`config.mk`:
```
export PLATFORM = sky130hd
export DESIGN_NAME = header_sync_packet_deframer
export DESIGN_NICKNAME = d
export VERILOG_FILES = /design/src/hw/rtl/hsd_pkg.sv /design/src/hw/rtl/header_sync_packet_deframer.sv
export SDC_FILE = /design/constraint.sdc
export NUM_CORES = 1
export LEC_CHECK = 0
export BUFFER_PORTS_ARGS = -buffer_cell sky130_fd_sc_hd__buf_2
export CORE_MARGIN = 2
export CORE_UTILIZATION = 47
export CTS_BUF_LIST = sky130_fd_sc_hd__clkbuf_4 sky130_fd_sc_hd__clkbuf_8 sky130_fd_sc_hd__clkbuf_16
export CTS_CLUSTER_SIZE = 30
export DETAILED_ROUTE_END_ITERATION = 10
export PLACE_DENSITY_LB_ADDON = 0.25
export SLEW_MARGIN = 0
export SYNTH_ARGS = -nofsm -noshare
export SYNTH_HDL_FRONTEND = slang
export SYNTH_SLANG_ARGS = --single-unit
```
`constraint.sdc`:
```
create_clock -name i_clk -period 13.8 [get_ports i_clk]
set_input_delay 2.76 -clock i_clk [delete_from_list [all_inputs] [get_ports i_clk]]
set_output_delay 2.76 -clock i_clk [all_outputs]
set_load 0.02 [all_outputs]
```
`src/hw/rtl/hsd_pkg.sv`:
```
// Shared constants for the header-synchronized packet deframer.
`timescale 1ns / 1ps

package hsd_pkg;

    localparam int HEADER_BYTES = 8;
    localparam int PAYLOAD_LEN  = 16;
    localparam int STORE_DEPTH  = PAYLOAD_LEN - 1;
    localparam int PACKET_LEN   = HEADER_BYTES + PAYLOAD_LEN;

    localparam int POS_W   = $clog2(PACKET_LEN);
    localparam int IDX_W   = $clog2(STORE_DEPTH);
    localparam int HSEL_W  = $clog2(HEADER_BYTES > 1 ? HEADER_BYTES : 2);

    localparam logic [63:0]      HEADER_RESET = 64'h3938_3736_3534_3332;
    localparam logic [POS_W-1:0] POS_HDR_END  = POS_W'(HEADER_BYTES);
    localparam logic [POS_W-1:0] POS_LAST     = POS_W'(PACKET_LEN - 1);

    typedef logic [7:0] t_byte;

endpackage

```
`src/hw/rtl/header_sync_packet_deframer.sv`:
```
// Header-synchronized fixed-length packet deframer: top level.
`timescale 1ns / 1ps

// Takes one received byte per transfer and accepts one in every cycle but for the stall below.
// The first eight bytes of a packet must match the header pattern register
// (first byte in bits 7:0); a mismatching byte is dropped and the search
// restarts at the next byte. The following 16 bytes are payload. The transfer
// of the 24th byte produces one result, registered in the following cycle:
// four little-endian 32-bit words and the loop time given with that byte. Header
// and payload bytes never wait on the output side; only the final byte of a
// packet stalls, and only while the previous result is still held by a stall
// at the output register. Write the header register only while idle.
module header_sync_packet_deframer (
    input  logic        i_clk,
    input  logic        i_rst_n,
    input  logic        i_header_pattern_we,
    input  logic [63:0] i_header_pattern,
    input  logic        i_in_valid,
    output logic        o_in_stall,
    input  logic [7:0]  i_rx_byte,
    input  logic [31:0] i_loop_time,
    output logic        o_out_valid,
    input  logic        i_out_stall,
    output logic [31:0] o_yaw_bits,
    output logic [31:0] o_pitch_bits,
    output logic [31:0] o_roll_bits,
    output logic [31:0] o_thrust_bits,
    output logic [31:0] o_packet_time
);

    logic [63:0]                r_header;
    logic [hsd_pkg::POS_W-1:0]  r_pos;
    logic [hsd_pkg::POS_W-1:0]  n_pos;
    hsd_pkg::t_byte             r_store [hsd_pkg::STORE_DEPTH];
    logic                       r_out_valid;
    logic                       n_out_valid;
    logic [31:0]                r_yaw;
    logic [31:0]                r_pitch;
    logic [31:0]                r_roll;
    logic [31:0]                r_thrust;
    logic [31:0]                r_time;

    logic                       in_xfer;
    logic                       in_header;
    logic                       is_last;
    logic                       emit;
    hsd_pkg::t_byte             want;
    logic [hsd_pkg::POS_W-1:0]  store_off;
    logic [hsd_pkg::IDX_W-1:0]  store_idx;

    assign in_header = (r_pos < hsd_pkg::POS_HDR_END);
    assign is_last   = (r_pos >= hsd_pkg::POS_LAST);
    // Only a completing byte needs room in the output register.
    assign o_in_stall = is_last && r_out_valid && i_out_stall;
    assign in_xfer    = i_in_valid && !o_in_stall;
    assign emit       = in_xfer && is_last;

    assign want      = r_header[r_pos[hsd_pkg::HSEL_W-1:0] * 8 +: 8];
    assign store_off = r_pos - hsd_pkg::POS_HDR_END;
    assign store_idx = store_off[hsd_pkg::IDX_W-1:0];

    always_comb begin
        n_pos = r_pos;
        if (in_xfer) begin
            if (in_header) begin
                n_pos = (i_rx_byte == want) ? r_pos + 1'b1 : '0;
            end else if (is_last) begin
                n_pos = '0;
            end else begin
                n_pos = r_pos + 1'b1;
            end
        end
    end

    always_comb begin
        n_out_valid = r_out_valid;
        if (emit) begin
            n_out_valid = 1'b1;
        end else if (r_out_valid && !i_out_stall) begin
            n_out_valid = 1'b0;
        end
    end

    always_ff @(posedge i_clk) begin
        if (!i_rst_n) begin
            r_header    <= hsd_pkg::HEADER_RESET;
            r_pos       <= '0;
            r_out_valid <= 1'b0;
        end else begin
            if (i_header_pattern_we) begin
                r_header <= i_header_pattern;
            end
            r_pos       <= n_pos;
            r_out_valid <= n_out_valid;
        end
    end

    // Payload store and result register: no reset needed.
    always_ff @(posedge i_clk) begin
        if (in_xfer && !in_header && !is_last) begin
            r_store[store_idx] <= i_rx_byte;
        end
        if (emit) begin
            r_yaw    <= {r_store[3], r_store[2], r_store[1], r_store[0]};
            r_pitch  <= {r_store[7], r_store[6], r_store[5], r_store[4]};
            r_roll   <= {r_store[11], r_store[10], r_store[9], r_store[8]};
            r_thrust <= {i_rx_byte, r_store[14], r_store[13], r_store[12]};
            r_time   <= i_loop_time;
        end
    end

    assign o_out_valid   = r_out_valid;
    assign o_yaw_bits    = r_yaw;
    assign o_pitch_bits  = r_pitch;
    assign o_roll_bits   = r_roll;
    assign o_thrust_bits = r_thrust;
    assign o_packet_time = r_time;

endmodule

```
Word level (Yosys, flattened, before mapping) --
Memory sizes are Yosys's and may differ from the RTL's. A register that Yosys moved wholly into a read port is not among the register bits. Cells that the tools add are included.
Word-level totals: word-level logic and storage cells 31, memory bits (writable) 120, memories kept 1, flip-flop bits (word level) 134, output and inout bits 162
Cells by class: shift operators 1, multiplexer cells 7, $add $sub $neg 2, reduce and logical (&&, ||, !) cells 12, equal/unequal tests 1, magnitude comparators 2
Memories:
- r_store | words 15, width 8, rd ports 15, clocked after memory_dff 15, wr ports 1, RTL line header_sync_packet_deframer.sv:34 | hsd_pkg::t_byte r_store [hsd_pkg::STORE_DEPTH];
Operators with widths (count):
- $shiftx 64x7->8 | 1
- $mux 5 | 3
- $eq 8x8->1 | 1
- $logic_and 1x1->1 | 7
- $add 5x1->5 const B | 1
- $ge 5x5->1 const B | 1
- $lt 5x4->1 const B | 1
- $logic_not 1->1 | 4
- $mux 1 | 4
- $sub 4x4->4 const B | 1
- $reduce_bool 2->1 | 1

Longest topological paths before layout --
Gate-level depths: netlist of run 1.
depth after elaboration 9, gate-level depth with buffers 8, gate-level depth less buffers 7

Least setup slack after synthesis of run 1 --
OpenSTA, ideal clock, no wires.
kind input port to flip-flop, start point input port i_out_stall, end point register r_time[0] (netlist: o_packet_time[0]) (enable), path buffers 0, stages 3, library setup time 684 ps, slack 3322 ps, required time 13116 ps, data arrival time 9793 ps, cells stage by stage nand2_1 -> o21ai_0 -> nor2_1
On the way: longest elaborated chain between the ends 4
Ends and longest elaborated chain:
- start: declaration | RTL line header_sync_packet_deframer.sv:23 | input logic i_out_stall,
- $logic_and 1x1->1 | RTL line header_sync_packet_deframer.sv:54 | assign o_in_stall = is_last && r_out_valid && i_out_stall;
- $logic_not 1->1 | RTL line header_sync_packet_deframer.sv:55 | assign in_xfer = i_in_valid && !o_in_stall;
- $logic_and 1x1->1 | RTL line header_sync_packet_deframer.sv:55
- $logic_and 1x1->1 | RTL line header_sync_packet_deframer.sv:56 | assign emit = in_xfer && is_last;
- via emit | RTL line header_sync_packet_deframer.sv:46 | logic emit;
- end signal: assignment | RTL line header_sync_packet_deframer.sv:108 | r_time <= i_loop_time;
- end: declaration | RTL line header_sync_packet_deframer.sv:41 | logic [31:0] r_time;
The timed path passes the listed nets, and every way through them passes these cells. A chain may end at the register's enable or synchronous reset.

Final worst setup path of run 1 --
start point input port i_out_stall, end point output port o_in_stall
On the way: longest elaborated chain between the ends 1
Ends and longest elaborated chain:
- $logic_and 1x1->1 | RTL line header_sync_packet_deframer.sv:54
- end: declaration | RTL line header_sync_packet_deframer.sv:19 | output logic o_in_stall,
Every way passes these cells.

==> flow_metrics.py, run 1 <==
metrics = {
    "clock_network": {
        "cts.repair_timing.setup_buffer_count": 0,
        "cts.sinks": 350,
        "htreeDepth": 2,
        "cts_hold_buf": 0,
        "worst_skew_late_latency_ps": 510,
        "number_of_buffers_created_by_cts": 35,
        "cts-root-to-sink-buffers": 3,
        "root_cell_of_the_clock_tree": "sky130_fd_sc_hd__clkbuf_16",
        "cts_tree": "yes",
        "cts_resized": 0,
        "path_clk_slew_ps": 60,
    },
    "placement": {
        "post-dp-hpwl_um": 14500,
        "gp_congestion": 0.745,
        "placement.cell_area_um2": 13500,
        "placed_cells": 1194,
        "preCtsSetupSlack_ps": 7720,
        "numPortBuffers": 270,
    },
    "sta": {
        "final_hold_viol_count": 0,
        "fmaxAchievable_mhz": 164,
        "fin_crit_ps": 6080,
        "layout_worst_path_cycle_share_pct": 44.1,
        "finalSetupViolCount": 0,
        "rsz0062_at_grt": "false",
        "maxSlewHeadroom_pct": 17.8,
        "report.final.slew_viol_count": 0,
        "setup-tns-final_ps": 0,
        "final.setup.worst_slack_ps": 7720,
        "clock-skew-final_ps": 10.6,
        "holdWs_ps": 412,
        "worst_slew_pin_slew_ps": 1220,
    },
    "global_routing": {
        "grt_pass1_vias": 5905,
        "globalRouteTotalUtil_pct": 17.0,
        "grt.overflow.total": 0,
        "pin_count_of_the_biggest_net_entering_global_routing": 162,
        "global_route_wire_length_before_repair_um": 33800,
        "antenna_violations_before_repair": 2,
    },
    "outcome": {
        "run_status": "finished, final reports clean",
    },
    "cells_and_area": {
        "layout.cells.most_common": "sky130_fd_sc_hd__edfxtp_1",
        "mostFrequentLayoutCells": "280 x sky130_fd_sc_hd__edfxtp_1, 269 x sky130_fd_sc_hd__buf_2, 85 x sky130_fd_sc_hd__mux2i_1",
        "drive_gt1_share_pct": 36.8,
        "final-instance-count-excl-fill": 1258,
        "fin_nets": 1020,
        "final.fill_count": 1857,
        "finish.instance_area_um2": 14600,
        "layout_area_growth_over_synthesis_pct": 24.5,
    },
    "logic_synthesis": {
        "yosys.area_share.xor_xnor_pct": 0.373,
        "synth.cell_area_um2": 11800,
        "ys_seq_elements": 350,
        "synth-edff-count": 280,
        "synth_ff_type": "sky130_fd_sc_hd__edfxtp_1",
        "synth_top_cell_by_area": "sky130_fd_sc_hd__edfxtp_1",
        "yosys.area_share.adder_pct": 0.426,
        "synth.distinct_cells": 37,
        "synth_simple_gate_area_share_pct": 4.26,
        "synthesis.yosys.warnings": 0,
        "synthesized_net_count": 730,
        "synth.mux.area_fraction_pct": 8.77,
        "avgSynthCellArea_um2": 19.0,
        "synth.top_cells.by_area": "sky130_fd_sc_hd__edfxtp_1 72%, sky130_fd_sc_hd__dfxtp_1 12%, sky130_fd_sc_hd__mux2i_1 7.2%, sky130_fd_sc_hd__mux4_2 1.5%, sky130_fd_sc_hd__nor2_1 1.3%",
        "synthesized_instance_count": 617,
        "proportion_of_synthesized_flip_flops_having_asynchronous_set_or_reset_pct": 0,
        "share_of_the_synthesized_area_in_the_top_cell_type_pct": 71.6,
        "synth_top_family_by_area": "multiplexers",
        "synth_compound_area_share_pct": 1.63,
        "synth_seq_area_share_pct": 83.5,
    },
    "setup_path": {
        "data_arrival_critical_path_ps": 3320,
        "critPathMaxFanout": 3,
        "slowest_delay_ps": 210,
        "cp_slowest_cell": "sky130_fd_sc_hd__buf_2",
        "largest_delay_contributor_family_on_the_critical_path": "buffers and inverters",
        "r2r-end": "o_packet_time[8]",
        "crit_path_start_kind": "primary input",
        "worst_path_most_repeated_cell": "sky130_fd_sc_hd__buf_2",
        "cp.depth": 4,
        "crit_path_buffers_inverters": 2,
        "type_of_element_capturing_the_critical_path": "output pin",
        "cp_data_required_time_ps": 11040,
        "rrSetupSlack_ps": 10230,
        "r2r.worst_path.cells": 7,
        "criticalPathCategory": "in2out",
        "crit_path_cell_trace": "buf_2 -> nand2_1 -> nor2_1 -> buf_2",
        "r2r-start": "r_pos[1]",
    },
    "power": {
        "power.density_cell_area_nw_per_um2": 146,
        "max_ir_drop_vdd_mv": 0.0966,
        "cellLeakagePower_nw": 5.58,
    },
    "drt": {
        "drt-total-wl_um": 22600,
        "routedWlPerCell_um": 18.0,
        "drtAntennaViolNets": 0,
        "drc": 0,
        "via_density_per_instance": 4.88,
        "vias": 6136,
        "firstDrtPassIters": 5,
        "drt-initial-drc-count": 527,
    },
    "die": {
        "initial_core_util_pct": 48.0,
        "die_area_um2": 26300,
        "die-height_um": 162,
        "row_count": 57,
        "boundaryPins": 271,
        "fp.coreArea_um2": 24500,
        "dieWidth_um": 162,
    },
    "hold_path": {
        "worst_hold_path_type": "reg2reg",
        "min_delay_path_depth": 0,
        "timing.hold.worst_endpoint": "o_thrust_bits[15]",
        "hold_path.startpoint": "r_store[13][7]",
    },
    "flow_run": {
        "max_cap_violations": 0,
    },
}
## layout make-up
type | instances | area, um2 | share of cell area [%]
inverters | 8 | 30.0 | 0.205
clock buffers | 45 | 975 | 6.66
repair buffers | 274 | 1400 | 9.55
well taps | 324 | 405 | 2.77
clock inverters | 18 | 183 | 1.25
flip-flops and latches | 350 | 9810 | 67.1
multi-input cells | 238 | 1820 | 12.5
diodes | 1 | 2.50 | 0.0171
## per-layer routing
metal / vias up / wire length [um] / track usage [%]
li1: 2914 / - / -
met1: 2917 / 10100 / 23.8
met2: 270 / 10500 / 27.2
met3: 33 / 1640 / 3.93
met4: 2 / 353 / 4.30
met5: - / 11 / 0
## Yosys cell counts, types with 2 or more instances
master                     number
sky130_fd_sc_hd__nor2b_1        3
sky130_fd_sc_hd__xnor2_1        2
sky130_fd_sc_hd__a21oi_1        7
sky130_fd_sc_hd__edfxtp_1     280
sky130_fd_sc_hd__nand3_1        5
sky130_fd_sc_hd__and2_1        11
sky130_fd_sc_hd__nand4b_1       2
sky130_fd_sc_hd__buf_4          2
sky130_fd_sc_hd__and3_1         4
sky130_fd_sc_hd__xor2_1         3
sky130_fd_sc_hd__mux4_2         8
sky130_fd_sc_hd__ha_1           4
sky130_fd_sc_hd__o211ai_1       2
sky130_fd_sc_hd__inv_1          7
sky130_fd_sc_hd__dfxtp_1       70
sky130_fd_sc_hd__clkbuf_1      12
sky130_fd_sc_hd__nor3_1         4
sky130_fd_sc_hd__o221ai_1       2
sky130_fd_sc_hd__nand2_1       33
sky130_fd_sc_hd__o21ai_0        2
sky130_fd_sc_hd__mux2i_1       85
sky130_fd_sc_hd__buf_1          5
sky130_fd_sc_hd__a22oi_1        9
sky130_fd_sc_hd__nor2_1        42
## worst max path at each step
stage                     slack (ps)        start               end
after floorplan                 3320  i_out_stall  o_packet_time[0]
after global placement          7730  i_out_stall        o_in_stall
after detailed placement        7720  i_out_stall        o_in_stall
after CTS                       7720  i_out_stall        o_in_stall
after global routing            7680  i_out_stall        o_in_stall
final                           7720  i_out_stall        o_in_stall
## registers in the layout, indices dropped and copies added (netlist names)
register / count
o_out_valid: 1
o_packet_time: 32
o_pitch_bits: 32
o_roll_bits: 32
o_thrust_bits: 32
o_yaw_bits: 32
r_header: 64
r_pos: 5
r_store: 120
## through the flow
stage	total power [W]	util, %
floorplan	0.00120	-
global placement	0.00123	55.0
detailed placement	0.00123	55.0
CTS	0.00216	59.8
global route	0.00221	59.8
finish	0.00214	59.8
## power by group
| group | total, W | switching [W] | internal (W) | leakage, nW |
|---|---|---|---|---|
| sequential | 0.00115 | 0.00000580 | 0.00114 | 3.09 |
| combinational | 0.0000587 | 0.0000316 | 0.0000272 | 1.91 |
| clock | 0.000934 | 0.000375 | 0.000559 | 0.575 |
| total | 0.00214 | 0.000412 | 0.00173 | 5.58 |
## cells by family after synthesis
kind of cell,Yosys count
AOI/OAI and AO/OA,27
xor gates and xnor gates,5
adders and majority gates,4
DFF,350
muxes,93
and+or+nand+nor,109
buffers and inverters,29
Power figures use the tool's default switching activity.
==> run 2: changes to the inputs <==
clock period = 6.22 ns   (was 13.8 ns; I/O delays follow)
==> flow_metrics.py, run 2 (synthesis gave the netlist of run 1 again) <==
metrics = {
    "outcome": {
        "run_status": "finished, final reports clean",
    },
    "clock_network": {
        "worst_skew_late_latency_ps": 520,
        "htreeDepth": 2,
        "cts_resized": 0,
        "cts.repair_timing.setup_buffer_count": 0,
        "number_of_buffers_created_by_cts": 35,
        "root_cell_of_the_clock_tree": "sky130_fd_sc_hd__clkbuf_16",
        "cts.sinks": 350,
        "path_clk_slew_ps": 60,
        "cts_hold_buf": 0,
        "cts_tree": "yes",
        "cts-root-to-sink-buffers": 3,
    },
    "global_routing": {
        "grt_use_met1_pct": 24.1,
        "globalRouteTotalUtil_pct": 17.3,
        "grt.met3_usage_pct": 3.73,
        "pin_count_of_the_biggest_net_entering_global_routing": 65,
        "global_route_wire_length_before_repair_um": 34400,
        "antenna_violations_before_repair": 1,
        "met2_usage_pct": 27.8,
        "grt.overflow.total": 0,
        "global_route.peak_usage_layer": "met2",
        "grt_pass1_vias": 5920,
    },
    "setup_path": {
        "crit_path_cell_trace": "ha_1 -> a21oi_1 -> nor2b_1 -> o21ai_0 -> o21ai_0 -> nor2_4 -> buf_4",
        "worst_path_most_repeated_cell": "sky130_fd_sc_hd__o21ai_0",
        "critPathMaxFanout": 56,
        "data_arrival_critical_path_ps": 4090,
        "crit_path_start_kind": "register",
        "cp_data_required_time_ps": 6370,
        "type_of_element_capturing_the_critical_path": "register",
        "largest_delay_contributor_family_on_the_critical_path": "compound AO/OA/AOI/OAI gates",
        "crit_path_buffers_inverters": 1,
        "criticalPathCategory": "reg2reg",
        "cp_slowest_cell": "sky130_fd_sc_hd__nor2_4",
        "slowest_delay_ps": 710,
    },
    "drt": {
        "drt-total-wl_um": 23200,
        "firstDrtPassIters": 7,
        "drc": 0,
        "vias": 6158,
        "routedWlPerCell_um": 18.4,
        "drt-initial-drc-count": 410,
        "drtAntennaViolNets": 0,
        "via_density_per_instance": 4.90,
    },
    "die": {
        "die_area_um2": 26300,
        "initial_core_util_pct": 48.0,
        "boundaryPins": 271,
        "dieWidth_um": 162,
        "row_count": 57,
        "die-height_um": 162,
        "fp.coreArea_um2": 24500,
    },
    "placement": {
        "preCtsSetupSlack_ps": 2300,
        "placed_cells": 1195,
        "post-dp-hpwl_um": 15000,
        "gp_congestion": 0.780,
        "numPortBuffers": 270,
    },
    "cells_and_area": {
        "regMostFlops": "r_store",
        "layout_area_growth_over_synthesis_pct": 23.9,
        "mostFrequentLayoutCells": "280 x sky130_fd_sc_hd__edfxtp_1, 269 x sky130_fd_sc_hd__buf_2, 85 x sky130_fd_sc_hd__mux2i_1",
        "fin_nets": 1021,
        "final-instance-count-excl-fill": 1257,
        "biggestRegsByFlops": "r_store: 120 flops, r_header: 64 flops",
        "drive_gt1_share_pct": 36.5,
        "largest_register_ff_count": 120,
        "layout.cells.most_common": "sky130_fd_sc_hd__edfxtp_1",
    },
    "power": {
        "cellLeakagePower_nw": 5.54,
        "clock_power_share_pct": 42.4,
        "seq_power_share_pct": 54.8,
        "max_ir_drop_vdd_mv": 0.209,
        "comb_power_share_pct": 2.9,
        "intPower_w": 0.00373,
        "p_sw_share_pct": 19.8,
        "netSwitchingPower_w": 0.000919,
        "power.density_cell_area_nw_per_um2": 319,
    },
    "sta": {
        "rsz0062_at_grt": "false",
        "final.setup.worst_slack_ps": 2280,
        "maxSlewHeadroom_pct": 20.9,
        "fmaxAchievable_mhz": 254,
        "setup-tns-final_ps": 0,
        "fin_crit_ps": 3940,
        "finalSetupViolCount": 0,
        "worst_slew_pin_slew_ps": 1180,
        "report.final.slew_viol_count": 0,
        "layout_worst_path_cycle_share_pct": 63.3,
        "clock-skew-final_ps": 14.8,
        "final_hold_viol_count": 0,
    },
    "hold_path": {
        "worst_hold_path_type": "reg2reg",
    },
    "flow_run": {
        "max_cap_violations": 0,
    },
}
==> run 2: cell count changes in the layout (fill, tap and decap cells not counted) <==
cell	change
sky130_fd_sc_hd__clkinv_2	-3
sky130_fd_sc_hd__buf_4	+2
sky130_fd_sc_hd__bufinv_16	-2
sky130_fd_sc_hd__clkbuf_4	-2
sky130_fd_sc_hd__clkinv_1	+2
sky130_fd_sc_hd__clkinvlp_4	+2
sky130_fd_sc_hd__buf_12	-1
sky130_fd_sc_hd__clkbuf_16	-1
sky130_fd_sc_hd__clkbuf_8	+1
sky130_fd_sc_hd__clkinv_8	+1
sky130_fd_sc_hd__inv_16	+1
sky130_fd_sc_hd__inv_4	+1
sky130_fd_sc_hd__inv_6	-1
sky130_fd_sc_hd__inv_8	-1
==> run 2: routing by layer <==
metal / up-vias / part of all wire, % / routed length (um)
li1: 2928 / - / -
met1: 2917 / 44 / 10200
met2: 278 / 46 / 10800
met3: 35 / 7.0 / 1630
met4: 0 / 2.3 / 540
met5: - / 0 / 0
==> run 2: final timing paths <==
kind                      start          endpoint  slack (ps)  cells after the start
hold reg to reg   r_store[5][4]  o_pitch_bits[12]         410                      0
setup / recovery       r_pos[1]  o_packet_time[3]        2280                      7
setup reg to reg       r_pos[1]  o_packet_time[3]        2280                      7
hold / removal    r_store[5][4]  o_pitch_bits[12]         410                      0
==> run 2: power by group through the flow <==
stage	clock network, W	logic, W	registers [W]
finish	0.00197	0.000133	0.00255
global route	0.00212	0.000148	0.00255
floorplan	0	0.0000658	0.00259
detailed placement	0	0.000134	0.00260
CTS	0.00201	0.000135	0.00255
global placement	0	0.000132	0.00260
==> run 2: final cells by class <==
cell class | count | area, um2
Clock inverter | 18 | 153
Fill cell | 1800 | 9900
Sequential cell | 350 | 9810
Multi-Input combinational cell | 238 | 1820
Tap cell | 324 | 405
Antenna cell | 1 | 2.50
Clock buffer | 43 | 948
Inverter | 8 | 30.0
Timing Repair Buffer | 275 | 1390
==> run 2: per-stage QoR <==
| stage | hold WS (ps) | instance area (um2) | util, % | power [W] |
|---|---|---|---|---|
| 2_1_floorplan | 400 | 11800 | - | 0.00266 |
| 3_3_place_gp | 401 | 13500 | 55.0 | 0.00273 |
| 3_5_place_dp | 405 | 13500 | 55.0 | 0.00273 |
| 4_1_cts | 400 | 14600 | 59.5 | 0.00470 |
| 5_1_grt | 414 | 14600 | 59.5 | 0.00482 |
| 6_report | 409 | 14600 | 59.5 | 0.00465 |
